$ cat src/sv/rkhr_pkg.sv
// ============================================================================
// rkhr_pkg
// Shared types, widths, codes and scan tables of the reactive key hue ripple.
// ============================================================================
package rkhr_pkg;

    localparam int LED_COUNT   = 48;
    localparam int LED_IDX_W   = 6;
    localparam int HUE_W       = 8;
    localparam int KEY_MAP_W   = 60;
    localparam int TICK_W      = 32;
    localparam int CFG_INDEX_W = 1;
    localparam int CFG_DATA_W  = 8;

    localparam logic [HUE_W-1:0] PRESS_OFFSET = 8'd128;
    localparam logic [HUE_W-1:0] MIN_PERIOD   = 8'd2;

    // Configuration register indexes
    localparam logic [CFG_INDEX_W-1:0] REG_EFFECT_DISABLE = 1'b0;
    localparam logic [CFG_INDEX_W-1:0] REG_HUE_PERIOD     = 1'b1;

    // Scan order: map bit of each lit key
    localparam logic [5:0] SCAN_BIT [LED_COUNT] = '{
         6'd0,  6'd1,  6'd2,  6'd3,  6'd4,  6'd7,  6'd8,  6'd9, 6'd10, 6'd11,
        6'd12, 6'd13, 6'd14, 6'd15, 6'd16, 6'd19, 6'd20, 6'd21, 6'd22, 6'd23,
        6'd24, 6'd25, 6'd26, 6'd27, 6'd28, 6'd31, 6'd32, 6'd33, 6'd34, 6'd35,
        6'd36, 6'd37, 6'd38, 6'd39, 6'd40, 6'd43, 6'd44, 6'd45, 6'd46, 6'd47,
        6'd48, 6'd49, 6'd50, 6'd51, 6'd56, 6'd57, 6'd58, 6'd59
    };

    // Scan order: LED number of each lit key
    localparam logic [LED_IDX_W-1:0] SCAN_LED [LED_COUNT] = '{
        6'd28, 6'd27, 6'd26, 6'd25, 6'd24,  6'd0,  6'd1,  6'd2,  6'd3,  6'd4,
        6'd33, 6'd32, 6'd31, 6'd30, 6'd29,  6'd5,  6'd6,  6'd7,  6'd8,  6'd9,
        6'd38, 6'd37, 6'd36, 6'd35, 6'd34, 6'd10, 6'd11, 6'd12, 6'd13, 6'd14,
        6'd43, 6'd42, 6'd41, 6'd40, 6'd39, 6'd15, 6'd16, 6'd17, 6'd18, 6'd19,
        6'd47, 6'd46, 6'd45, 6'd44, 6'd20, 6'd21, 6'd22, 6'd23
    };

    // LED of the final key in scan order
    localparam logic [LED_IDX_W-1:0] LAST_LED_INDEX = 6'd23;

    typedef struct packed {
        logic              start;
        logic [TICK_W-1:0] tick;
        logic [HUE_W-1:0]  period;
        logic [HUE_W-1:0]  half;
    } rkhr_div_req_t;

    typedef struct packed {
        logic done;
        logic period_hit;
        logic half_hit;
    } rkhr_div_rsp_t;

    typedef struct packed {
        logic                 en;
        logic [LED_IDX_W-1:0] addr;
    } rkhr_rd_req_t;

    typedef struct packed {
        logic                 en;
        logic [LED_IDX_W-1:0] addr;
        logic [HUE_W-1:0]     data;
    } rkhr_wr_req_t;

endpackage

$ cat src/sv/rkhr_if.sv
// ============================================================================
// rkhr_if
// Valid/ready channels: key map requests in, LED hue requests out.
// ============================================================================
interface rkhr_key_if;
    logic                              valid;
    logic                              ready;
    logic [rkhr_pkg::KEY_MAP_W-1:0]    key_pressed_map;

    modport source (output valid, output key_pressed_map, input ready);
    modport sink   (input valid, input key_pressed_map, output ready);
endinterface

interface rkhr_led_if;
    logic                              valid;
    logic                              ready;
    logic [rkhr_pkg::LED_IDX_W-1:0]    led_index;
    logic [rkhr_pkg::HUE_W-1:0]        led_hue;
    logic                              last_led;

    modport source (output valid, output led_index, output led_hue, output last_led,
                    input ready);
    modport sink   (input valid, input led_index, input led_hue, input last_led,
                    output ready);
endinterface

$ cat src/sv/rkhr_rem.sv
// ============================================================================
// rkhr_rem
// Two-bit-per-cycle remainder unit: tick mod period and tick mod half period.
// ============================================================================
module rkhr_rem (
    input  logic                    clk,
    input  logic                    rst_n,
    input  rkhr_pkg::rkhr_div_req_t req,
    output rkhr_pkg::rkhr_div_rsp_t rsp
);
    import rkhr_pkg::*;

    localparam int         DIV_STEPS = TICK_W / 2;
    localparam int         STEP_W    = $clog2(DIV_STEPS);
    localparam logic [STEP_W-1:0] LAST_STEP = STEP_W'(DIV_STEPS - 1);

    logic                busy_reg;
    logic                done_reg;
    logic [STEP_W-1:0]   step_reg;
    logic [TICK_W-1:0]   dividend_reg;
    logic [HUE_W-1:0]    period_reg;
    logic [HUE_W-1:0]    half_reg;
    logic [HUE_W-1:0]    rem_p_reg;
    logic [HUE_W-1:0]    rem_h_reg;
    logic [HUE_W-1:0]    rem_p_next;
    logic [HUE_W-1:0]    rem_h_next;

    // Shift one dividend bit into a remainder that stays below the divisor
    function automatic logic [HUE_W-1:0] rem_step(input logic [HUE_W-1:0] r,
                                                  input logic             b,
                                                  input logic [HUE_W-1:0] d);
        logic [HUE_W:0] t;
        t = {r, b};
        if (t >= {1'b0, d}) begin
            t = t - {1'b0, d};
        end
        return t[HUE_W-1:0];
    endfunction

    always_comb
    begin
        rem_p_next = rem_step(rem_step(rem_p_reg, dividend_reg[TICK_W-1], period_reg),
                              dividend_reg[TICK_W-2], period_reg);
        rem_h_next = rem_step(rem_step(rem_h_reg, dividend_reg[TICK_W-1], half_reg),
                              dividend_reg[TICK_W-2], half_reg);
    end

    always_ff @(posedge clk or negedge rst_n)
    begin
        if (!rst_n) begin
            busy_reg <= 1'b0;
            done_reg <= 1'b0;
            step_reg <= '0;
        end else begin
            done_reg <= 1'b0;
            if (req.start) begin
                busy_reg <= 1'b1;
                step_reg <= '0;
            end else if (busy_reg) begin
                step_reg <= step_reg + 1'b1;
                if (step_reg == LAST_STEP) begin
                    busy_reg <= 1'b0;
                    done_reg <= 1'b1;
                end
            end
        end
    end

    always_ff @(posedge clk)
    begin
        if (req.start) begin
            dividend_reg <= req.tick;
            period_reg   <= req.period;
            half_reg     <= req.half;
            rem_p_reg    <= '0;
            rem_h_reg    <= '0;
        end else if (busy_reg) begin
            dividend_reg <= {dividend_reg[TICK_W-3:0], 2'b00};
            rem_p_reg    <= rem_p_next;
            rem_h_reg    <= rem_h_next;
        end
    end

    assign rsp.done       = done_reg;
    assign rsp.period_hit = (rem_p_reg == '0);
    assign rsp.half_hit   = (rem_h_reg == '0);

endmodule

$ cat src/sv/rkhr_offset_store.sv
// ============================================================================
// rkhr_offset_store
// Per-LED hue offset memory, registered read, with reset-cleared valid bits.
// ============================================================================
module rkhr_offset_store (
    input  logic                      clk,
    input  logic                      rst_n,
    input  rkhr_pkg::rkhr_rd_req_t    rd,
    input  rkhr_pkg::rkhr_wr_req_t    wr,
    output logic [rkhr_pkg::HUE_W-1:0] rd_data
);
    import rkhr_pkg::*;

    logic [HUE_W-1:0] mem [LED_COUNT];
    logic [LED_COUNT-1:0] valid_reg;
    logic [HUE_W-1:0] rd_data_reg;
    logic             rd_valid_reg;

    always_ff @(posedge clk)
    begin
        if (wr.en) begin
            mem[wr.addr] <= wr.data;
        end
        if (rd.en) begin
            rd_data_reg <= mem[rd.addr];
        end
    end

    // Entries never written since reset read as zero
    always_ff @(posedge clk or negedge rst_n)
    begin
        if (!rst_n) begin
            valid_reg    <= '0;
            rd_valid_reg <= 1'b0;
        end else begin
            if (wr.en) begin
                valid_reg[wr.addr] <= 1'b1;
            end
            if (rd.en) begin
                rd_valid_reg <= valid_reg[rd.addr];
            end
        end
    end

    assign rd_data = rd_valid_reg ? rd_data_reg : '0;

endmodule

$ cat src/sv/reactive_key_hue_ripple.sv
// ============================================================================
// reactive_key_hue_ripple
// Per-key reactive hue ripple: one key map request per frame tick, 48 LED
// hue requests out, offsets kept in a synchronous memory with registered read.
// ============================================================================
// Path from an accepted key map to the first LED request: the remainder
//   unit, the start of the walk, then the read-data stage and output register.
// Throughput: one LED per cycle in the walk unless the output stalls; the
//   next key map waits for idle. A disabled-effect request is dropped in idle.
// Reset: tick count and base hue clear, registers take their reset values;
//   offsets read as zero through per-entry valid bits, no clearing pass.
module reactive_key_hue_ripple (
    input  logic                                clk,
    input  logic                                rst_n,
    input  logic                                cfg_we,
    input  logic [rkhr_pkg::CFG_INDEX_W-1:0]    cfg_index,
    input  logic [rkhr_pkg::CFG_DATA_W-1:0]     cfg_data,
    rkhr_key_if.sink                            keys,
    rkhr_led_if.source                          leds
);
    import rkhr_pkg::*;

    typedef enum logic [1:0] {
        ST_IDLE,
        ST_DIVIDE,
        ST_WALK
    } state_t;

    localparam logic [LED_IDX_W-1:0] LAST_K  = LED_IDX_W'(LED_COUNT - 1);
    localparam logic [LED_IDX_W-1:0] END_K   = LED_IDX_W'(LED_COUNT);

    // Configuration
    logic                 effect_disable_reg;
    logic [HUE_W-1:0]     hue_period_reg;

    // Control and tick state
    state_t               state_reg;
    logic [TICK_W-1:0]    tick_reg;
    logic [HUE_W-1:0]     base_hue_reg;
    logic                 decay_reg;
    logic [LED_IDX_W-1:0] k_reg;
    logic [KEY_MAP_W-1:0] keys_reg;

    // Read-data stage
    logic                 b_valid_reg;
    logic                 b_last_reg;
    logic                 b_key_reg;
    logic [LED_IDX_W-1:0] b_led_reg;

    // Output register
    logic                 out_valid_reg;
    logic [LED_IDX_W-1:0] out_led_reg;
    logic [HUE_W-1:0]     out_hue_reg;
    logic                 out_last_reg;

    logic                 accept;
    logic                 adv;
    logic                 issue;
    logic [TICK_W-1:0]    tick_next;
    logic [HUE_W-1:0]     period_eff;
    logic [HUE_W-1:0]     off_rd;
    logic [HUE_W-1:0]     off_next;

    rkhr_div_req_t        div_req;
    rkhr_div_rsp_t        div_rsp;
    rkhr_rd_req_t         rd_req;
    rkhr_wr_req_t         wr_req;

    // Input side: take a key map only between ticks
    assign keys.ready = (state_reg == ST_IDLE);
    assign accept     = keys.valid && keys.ready;

    // The whole walk advances whenever the output register can take a value
    assign adv   = !out_valid_reg || leds.ready;
    assign issue = (state_reg == ST_WALK) && (k_reg != END_K) && adv;

    assign tick_next  = tick_reg + 1'b1;
    assign period_eff = (hue_period_reg < MIN_PERIOD) ? MIN_PERIOD : hue_period_reg;

    // Start remainder checks on the advanced tick count
    always_comb
    begin
        div_req.start  = accept && !effect_disable_reg;
        div_req.tick   = tick_next;
        div_req.period = period_eff;
        div_req.half   = {1'b0, period_eff[HUE_W-1:1]};
    end

    rkhr_rem u_rem (
        .clk   (clk),
        .rst_n (rst_n),
        .req   (div_req),
        .rsp   (div_rsp)
    );

    // Read the next key's offset; decay it, override on press, write it back.
    // Each LED is visited once per tick, so read and write never collide.
    always_comb
    begin
        rd_req.en   = issue;
        rd_req.addr = SCAN_LED[k_reg];

        off_next = off_rd;
        if (off_rd != '0) begin
            off_next = off_rd - {{(HUE_W-1){1'b0}}, decay_reg};
        end
        if (b_key_reg) begin
            off_next = PRESS_OFFSET;
        end

        wr_req.en   = adv && b_valid_reg;
        wr_req.addr = b_led_reg;
        wr_req.data = off_next;
    end

    rkhr_offset_store u_store (
        .clk     (clk),
        .rst_n   (rst_n),
        .rd      (rd_req),
        .wr      (wr_req),
        .rd_data (off_rd)
    );

    // Configuration writes
    always_ff @(posedge clk or negedge rst_n)
    begin
        if (!rst_n) begin
            effect_disable_reg <= 1'b0;
            hue_period_reg     <= 8'd4;
        end else if (cfg_we) begin
            unique case (cfg_index)
                REG_EFFECT_DISABLE: effect_disable_reg <= cfg_data[0];
                REG_HUE_PERIOD:     hue_period_reg     <= cfg_data;
                default:            ;
            endcase
        end
    end

    // State machine, tick state and pipeline control
    always_ff @(posedge clk or negedge rst_n)
    begin
        if (!rst_n) begin
            state_reg     <= ST_IDLE;
            tick_reg      <= '0;
            base_hue_reg  <= '0;
            decay_reg     <= 1'b0;
            k_reg         <= '0;
            b_valid_reg   <= 1'b0;
            out_valid_reg <= 1'b0;
        end else begin
            unique case (state_reg)
                ST_IDLE:
                begin
                    // Drop ticks while the effect is off
                    if (accept && !effect_disable_reg) begin
                        tick_reg  <= tick_next;
                        state_reg <= ST_DIVIDE;
                    end
                end
                ST_DIVIDE:
                begin
                    if (div_rsp.done) begin
                        if (div_rsp.period_hit) begin
                            base_hue_reg <= base_hue_reg + 1'b1;
                        end
                        decay_reg <= div_rsp.half_hit;
                        k_reg     <= '0;
                        state_reg <= ST_WALK;
                    end
                end
                ST_WALK:
                begin
                    if (issue) begin
                        k_reg <= k_reg + 1'b1;
                    end
                    if (adv && b_valid_reg && b_last_reg) begin
                        state_reg <= ST_IDLE;
                    end
                end
                default:
                begin
                    state_reg <= ST_IDLE;
                end
            endcase

            if (adv) begin
                b_valid_reg   <= issue;
                out_valid_reg <= b_valid_reg;
            end
        end
    end

    // Payload registers
    always_ff @(posedge clk)
    begin
        if (accept) begin
            keys_reg <= keys.key_pressed_map;
        end
        if (issue) begin
            b_led_reg  <= SCAN_LED[k_reg];
            b_key_reg  <= keys_reg[SCAN_BIT[k_reg]];
            b_last_reg <= (k_reg == LAST_K);
        end
        if (adv && b_valid_reg) begin
            out_led_reg  <= b_led_reg;
            out_hue_reg  <= base_hue_reg - off_next;
            out_last_reg <= b_last_reg;
        end
    end

    assign leds.valid     = out_valid_reg;
    assign leds.led_index = out_led_reg;
    assign leds.led_hue   = out_hue_reg;
    assign leds.last_led  = out_last_reg;

endmodule

$ cat src/flat_wrapper.sv
// flat-port wrapper written by rule: the top's interface ports become plain ports
module reactive_key_hue_ripple_flat import rkhr_pkg::*;
  (clk, rst_n, cfg_we, cfg_index, cfg_data, keys_valid, keys_key_pressed_map, keys_ready, leds_valid, leds_led_index, leds_led_hue, leds_last_led, leds_ready);
  rkhr_key_if keys_i ();
  rkhr_led_if leds_i ();
  input  logic clk;
  input  logic rst_n;
  input  logic cfg_we;
  input  logic [rkhr_pkg::CFG_INDEX_W-1:0] cfg_index;
  input  logic [rkhr_pkg::CFG_DATA_W-1:0] cfg_data;
  input wire logic [$bits(keys_i.valid)-1:0] keys_valid;
  input wire logic [$bits(keys_i.key_pressed_map)-1:0] keys_key_pressed_map;
  output wire logic [$bits(keys_i.ready)-1:0] keys_ready;
  output wire logic [$bits(leds_i.valid)-1:0] leds_valid;
  output wire logic [$bits(leds_i.led_index)-1:0] leds_led_index;
  output wire logic [$bits(leds_i.led_hue)-1:0] leds_led_hue;
  output wire logic [$bits(leds_i.last_led)-1:0] leds_last_led;
  input wire logic [$bits(leds_i.ready)-1:0] leds_ready;
  assign keys_i.valid = keys_valid;
  assign keys_i.key_pressed_map = keys_key_pressed_map;
  assign keys_ready = keys_i.ready;
  assign leds_valid = leds_i.valid;
  assign leds_led_index = leds_i.led_index;
  assign leds_led_hue = leds_i.led_hue;
  assign leds_last_led = leds_i.last_led;
  assign leds_i.ready = leds_ready;
  reactive_key_hue_ripple u_core (.clk(clk), .rst_n(rst_n), .cfg_we(cfg_we), .cfg_index(cfg_index), .cfg_data(cfg_data), .keys(keys_i), .leds(leds_i));
endmodule
$ cat config.mk
export PLATFORM = sky130hd
export DESIGN_NAME = reactive_key_hue_ripple_flat
export DESIGN_NICKNAME = d
export VERILOG_FILES = /design/src/sv/rkhr_pkg.sv /design/src/sv/rkhr_if.sv /design/src/sv/rkhr_rem.sv /design/src/sv/rkhr_offset_store.sv /design/src/sv/reactive_key_hue_ripple.sv /design/src/flat_wrapper.sv
export SDC_FILE = /design/constraint.sdc
export NUM_CORES = 1
export LEC_CHECK = 0
export ABC_AREA = 1
export BUFFER_PORTS_ARGS = -buffer_cell sky130_fd_sc_hd__buf_2
export CAP_MARGIN = 10
export CORE_MARGIN = 2
export CORE_UTILIZATION = 50
export DETAILED_ROUTE_END_ITERATION = 16
export GPL_TIMING_DRIVEN = 0
export PLACE_DENSITY = 0.81
export SYNTH_ARGS = -nofsm -noshare
export SYNTH_HDL_FRONTEND = slang
export SYNTH_SLANG_ARGS = --single-unit
$ cat constraint.sdc
create_clock -name clk -period 4.9 [get_ports clk]
set_input_delay 0.245 -clock clk [delete_from_list [all_inputs] [get_ports clk]]
set_output_delay 0.245 -clock clk [all_outputs]
set_load 0.01 [all_outputs]
# Word-level counts from Yosys, hierarchy flattened
# Memories as Yosys holds them, arrays and structs flattened. A register that Yosys moved wholly into a read port is not among the register bits.
# Cells that the tools add are included.
# Widths: inputs -> output; s select.
[totals]
out_inout_bits = 17
word_cells = 120
mem_bits_ro = 768
in_bits = 74
n_memories = 3
ram_bits = 384
reg_bits = 254
[memory_table]
columns = ["memory", "words", "word_bits", "rd", "rd_clocked_by_memory_dff", "wr", "line_no", "source"]
rows = [
  ["(name not given)", 64, 6, 1, 0, 0, "reactive_key_hue_ripple.sv:200", "b_led_reg <= SCAN_LED[k_reg];"],
  ["(name not given)", 64, 6, 1, 0, 0, "reactive_key_hue_ripple.sv:201", "b_key_reg <= keys_reg[SCAN_BIT[k_reg]];"],
  ["u_core.u_store.mem", 48, 8, 1, 1, 1, "rkhr_offset_store.sv:14", "logic [HUE_W-1:0] mem [LED_COUNT];"],
]
[classes]
n_mux = 36
n_reduce_logical = 23
n_bitwise = 3
n_lt_le_gt_ge = 10
n_addsub = 10
eq_ne = 9
[op_table]
columns = ["cell", "n"]
rows = [
  ["$mux 32", 2],
  ["$mux 8", 7],
  ["$or 48x48->48", 1],
  ["$mux 6", 6],
  ["$add 32x1->32 const B", 1],
  ["$sub 8x8->8", 3],
  ["$lt 6x7->1 const B", 3],
  ["$ge 9x7->1", 2],
  ["$ge 9x8->1", 2],
  ["$logic_not 8->1", 2],
  ["$sub 8x7->8", 2],
  ["$bmux 1 s6", 2],
  ["$pmux 6 s2", 1],
  ["$mux 1", 11],
  ["$reduce_and 3->1", 3],
  ["$add 8x1->8 const B", 1],
  ["$lt 8x2->1 const B", 1],
  ["$mux 4", 2],
  ["$reduce_and 2->1", 4],
  ["$reduce_bool 8->1", 1],
  ["$sub 8x1->8", 1],
  ["$ge 7x7->1 const B", 1],
  ["$logic_and 1x1->1", 7],
  ["$not 6->7", 1],
  ["18 further kinds", 24],
]

# Depth between registers and ports, before layout
[depth]
word_depth = 6
depth_mapped = 24
mapped_depth_nobuf = 23

# Hierarchy
# From an unflattened synthesis, not the netlist that was laid out.
[unflattened]
cells_unflattened = 2918
hier_area_um2 = 30272.8
[modules_own_cells]
columns = ["module", "instances", "seq_area_each_um2", "cells_per_inst", "area_per_inst_um2"]
rows = [
  ["rkhr_offset_store", 1, 12997.5, 1559, 18069.8],
  ["reactive_key_hue_ripple", 1, 3995.1, 751, 7430.9],
  ["rkhr_rem", 1, 1911.8, 608, 4772.1],
]

# Worst setup path after synthesis
# OpenSTA, ideal clock, no wires.
[synth_path]
path_type = "reg2reg"
startpoint = "register u_core.state_reg[0]"
endpoint = "register u_core.keys_reg[0], enable pin"
setup_time_ps = 552
period_less_slack_ps = 5091
arrival_ps = 4540
required_time_ps = 4348
path_stages_with_launch = 2
setup_slack_ps = -191
n_path_buf = 0
cell_sequence = "dfrtp_1 -> nor3_1"
[synth_between]
elab_chain_len = 2
[synth_lines]
columns = ["element", "line_no", "source"]
rows = [
  ["start: declaration", "reactive_key_hue_ripple.sv:37", "state_t state_reg;"],
  ["start signal: assignment", "reactive_key_hue_ripple.sv:143", "state_reg <= ST_IDLE;"],
  ["start signal: assignment", "reactive_key_hue_ripple.sv:157", "state_reg <= ST_DIVIDE;"],
  ["start signal: assignment", "reactive_key_hue_ripple.sv:168", "state_reg <= ST_WALK;"],
  ["$logic_not 2->1", "reactive_key_hue_ripple.sv:70", "assign keys.ready = (state_reg == ST_IDLE);"],
  ["$logic_and 1x1->1", "reactive_key_hue_ripple.sv:71", "assign accept = keys.valid && keys.ready;"],
  ["net u_core.accept", "reactive_key_hue_ripple.sv:56", "logic accept;"],
  ["end signal: assignment", "reactive_key_hue_ripple.sv:197", "keys_reg <= keys.key_pressed_map;"],
  ["end: declaration", "reactive_key_hue_ripple.sv:42", "logic [KEY_MAP_W-1:0] keys_reg;"],
]
# The timed path passes the listed nets, and every way through them passes these cells.
# A chain may end at the register's enable or synchronous reset.

==> metrics <==
Core Box Area=57,800 µm²; Worst Tran Pin Value=1.02 ns; maximum clock frequency=221 MHz; die extent in x=246 µm; antenna violations before repair=0; routed vias/inst=5.77; main flop type after synthesis=edfxtp_1; R2R Setup Slk=0.37 ns; sequential share of the synthesized area=63.8%; async set-or-reset flop fraction in the synthesized netlist=17.8%; drt first pass iters=5; CP Max Fanout=10; Util after Layout=59.0%; FF-to-FF Start=u_core.u_rem.period_reg[2]; Worst R2R End=u_core.u_rem.rem_h_reg[6]; CTS Buf Count=67; RSZ-0062 raised after global routing=false; max_cap viols=0; Area after DPL=31,100 µm²; final wirelength=77,200 µm; Cell Rows=88; CP Data Required Time=5.45 ns; max-slew violations=0; CTS tree=built; setup tns final=0 ns; syn nets=2,909; Avg Cell Area, Syn=10.5 µm²; number of library cell types mapped by synthesis=57; final setup fails=0; Post-Synthesis Cells=2,777; Initial Utilization=50.6%; fillers=4,440; Worst Hold Depth=4; via count=22.2k; Post-Syn Area=29,200 µm²; Max-slew headroom=31.5%; Die H=246 µm; 1st-iter DRT viols=2,989; Wirelength per Cell=20.0 µm; multi-input combinational cell area=8860 µm²; FF-to-FF path depth=23; Synthesis Warnings=0; Register Area=18,700 µm²; Worst Hold Class=in2reg; type of the worst setup path=reg2reg; number of flops mapped to enable cells by yosys=515; first-pass GRT wire length=119,000 µm; Worst-path clk slew=0.06 ns; crit share post-route=92.4%; Clock Skew=0.0240 ns; GRT overflow=0; vias in the first global route=21.3k; Synth Area in Simple Gates=16.1%; Adder-Cell Fraction of Synth Area=2.61%; combinational family with the most area after synthesis=simple AND/OR/NAND/NOR gates; post-route cell area=34,100 µm²; placer congestion estimate=0.949; crit path DAT=5.08 ns; Max H-tree Level=3; Fin. Hold Viols=0; largest net degree at the start of global routing=86; Startpoint Class=register; clock buffer depth=3; critical path capture point type=register; outcome=finished, final reports clean; fin crit period=4.53 ns; I/O pin count=91; Hold Startpoint=leds_ready; post-synthesis mux area share=0.338%; layout cells sized above 1=11.9%; Final nets=3,167; later-pin clock latency in the skew report=0.62 ns; post-route antenna net violation count=0; post-synthesis xor/xnor area fraction=1.26%; I/O Buffers=90; Num Clock Sinks=646; Largest register FFs=384; root buffer cell=clkbuf_16; worst hold slack=0.0210 ns; flops & latches, synth=646; GRT Util Overall=25.5%; ant diodes=0; Area Growth Syn to Fin=16.6%; worst hold endpoint=u_core.leds.valid; dpl hpwl=51,300 µm; full die area=60,400 µm²; Compound-Gate Fraction of Synth Area=9.74%; DRC Markers=0
## metal layers
metal  track usage (%)  wire length (µm)  vias up  part of all wire (%)
met2              42.0             36800     1298                    48
met5                 0                 0        -                     0
li1                  -                 -    10200                     -
met1              33.4             29700    10600                    39
met4              10.9              2880        0                   3.7
met3              4.57              7760      210                    10
## per-stage QoR
step / cells / setup WS [ns]
floorplan: 2777 / 0.216
global placement: 3632 / -3.11
detailed placement: 3656 / 0.541
CTS: 3850 / 0.539
global route: 3854 / 0.0204
finish: 3854 / 0.373
## worst max-delay path: stages (launching register included)
cell and delay, ns:
edfxtp_1 0.37, clkinvlp_4 0.19, buf_4 0.18, ha_1 0.30, nand3_1 0.09, nand2_1 0.08, a31oi_1 0.21, nor2_1 0.09
nand2_1 0.08, nand3_1 0.17, clkbuf_1 0.25, a21oi_1 0.40, ha_1 0.31, nand2_1 0.09, o21ai_0 0.12, a21oi_1 0.15
o21bai_1 0.11, a21oi_1 0.15, o21bai_1 0.14, nor2_1 0.46, nand2_2 0.23, nand2_1 0.11, nand3_1 0.09, nand2_1 0.09
## cell type report
type | count | share of cell area [%]
Buffer | 132 | 2.06
Clock buffer | 85 | 5.23
Clock inverter | 38 | 1.30
Inverter | 288 | 3.19
Multi-Input combinational cell | 1711 | 26.0
Sequential cell | 646 | 54.7
Tap cell | 765 | 2.81
Timing Repair Buffer | 189 | 4.70
## placed cells by master, fill, tap and decap left out, types with 52 or more instances in the layout
cell,Yosys,routed
buf_2,42,131
clkbuf_16,0,68
a21oi_1,94,93
o21ai_0,330,330
nand2_1,387,387
dlygate4sd3_1,0,71
edfxtp_1,515,515
ha_1,53,52
clkbuf_1,56,70
nor2_1,285,283
dfrtp_1,114,114
nand3_1,302,302
inv_1,275,273
## cells by family (layout without fill, tap and decap cells)
group                    Yosys count  in the layout
AO/OA/AOI/OAI                    525            525
XOR/XNOR                          42             42
adder cells (fa/ha/maj)           58             58
buffers and inverters            420            732
flip-flops                       646            646
multiplexers                       9              9
AND/OR/NAND/NOR                 1077           1077
## worst max path at each step
stage                           startpoint                         to  cells past startpoint
3_3_place_gp   u_core.u_store.rd_valid_reg     u_core.leds.led_hue[7]                     15
4_1_cts         u_core.u_rem.period_reg[3]  u_core.u_rem.rem_h_reg[6]                     22
2_1_floorplan  u_core.u_store.rd_valid_reg     u_core.leds.led_hue[7]                     15
3_5_place_dp    u_core.u_rem.period_reg[3]  u_core.u_rem.rem_h_reg[6]                     22
5_1_grt         u_core.u_rem.period_reg[2]  u_core.u_rem.rem_p_reg[7]                     23
6_report        u_core.u_rem.period_reg[2]  u_core.u_rem.rem_h_reg[6]                     23
## Yosys cell counts, drive strengths merged (2+ instances only)
| master | instances | area share (%) |
|---|---|---|
| nor4 | 12 | 0.35 |
| dfxtp | 16 | 1.1 |
| mux2i | 2 | 0.068 |
| o211ai | 45 | 1.2 |
| fa | 5 | 0.34 |
| and3 | 2 | 0.043 |
| or2 | 24 | 0.51 |
| o21a | 3 | 0.077 |
| nand4 | 26 | 0.56 |
| o22ai | 2 | 0.043 |
| nand3 | 302 | 5.2 |
| edfxtp | 515 | 53 |
| nor2 | 289 | 3.7 |
| a21oi | 94 | 1.6 |
| a31oi | 4 | 0.086 |
| dfrtp | 114 | 9.8 |
| mux2 | 7 | 0.27 |
| a22oi | 2 | 0.051 |
| nand2 | 393 | 5.1 |
| nor3 | 21 | 0.38 |
| nand3b | 5 | 0.13 |
| o221ai | 9 | 0.27 |
| a21boi | 2 | 0.051 |
| buf | 72 | 1.6 |
| o21ai | 352 | 6.1 |
| ha | 53 | 2.3 |
| xor2 | 36 | 1.1 |
| xnor2 | 6 | 0.18 |
| nor3b | 2 | 0.068 |
| clkbuf | 60 | 0.79 |
| inv | 287 | 3.7 |
| o21bai | 7 | 0.19 |
## timing repair
action	4_1_cts	5_1_grt
setup buffers	0	4
hold endpoints to repair	184	0
resized for setup	0	2
hold buffers	71	0
endpoints found under the setup margin	0	2
Power is left out: the tool's default activity adds up to more than one toggle a clock period on the data nets, which glitch-free logic cannot reach.
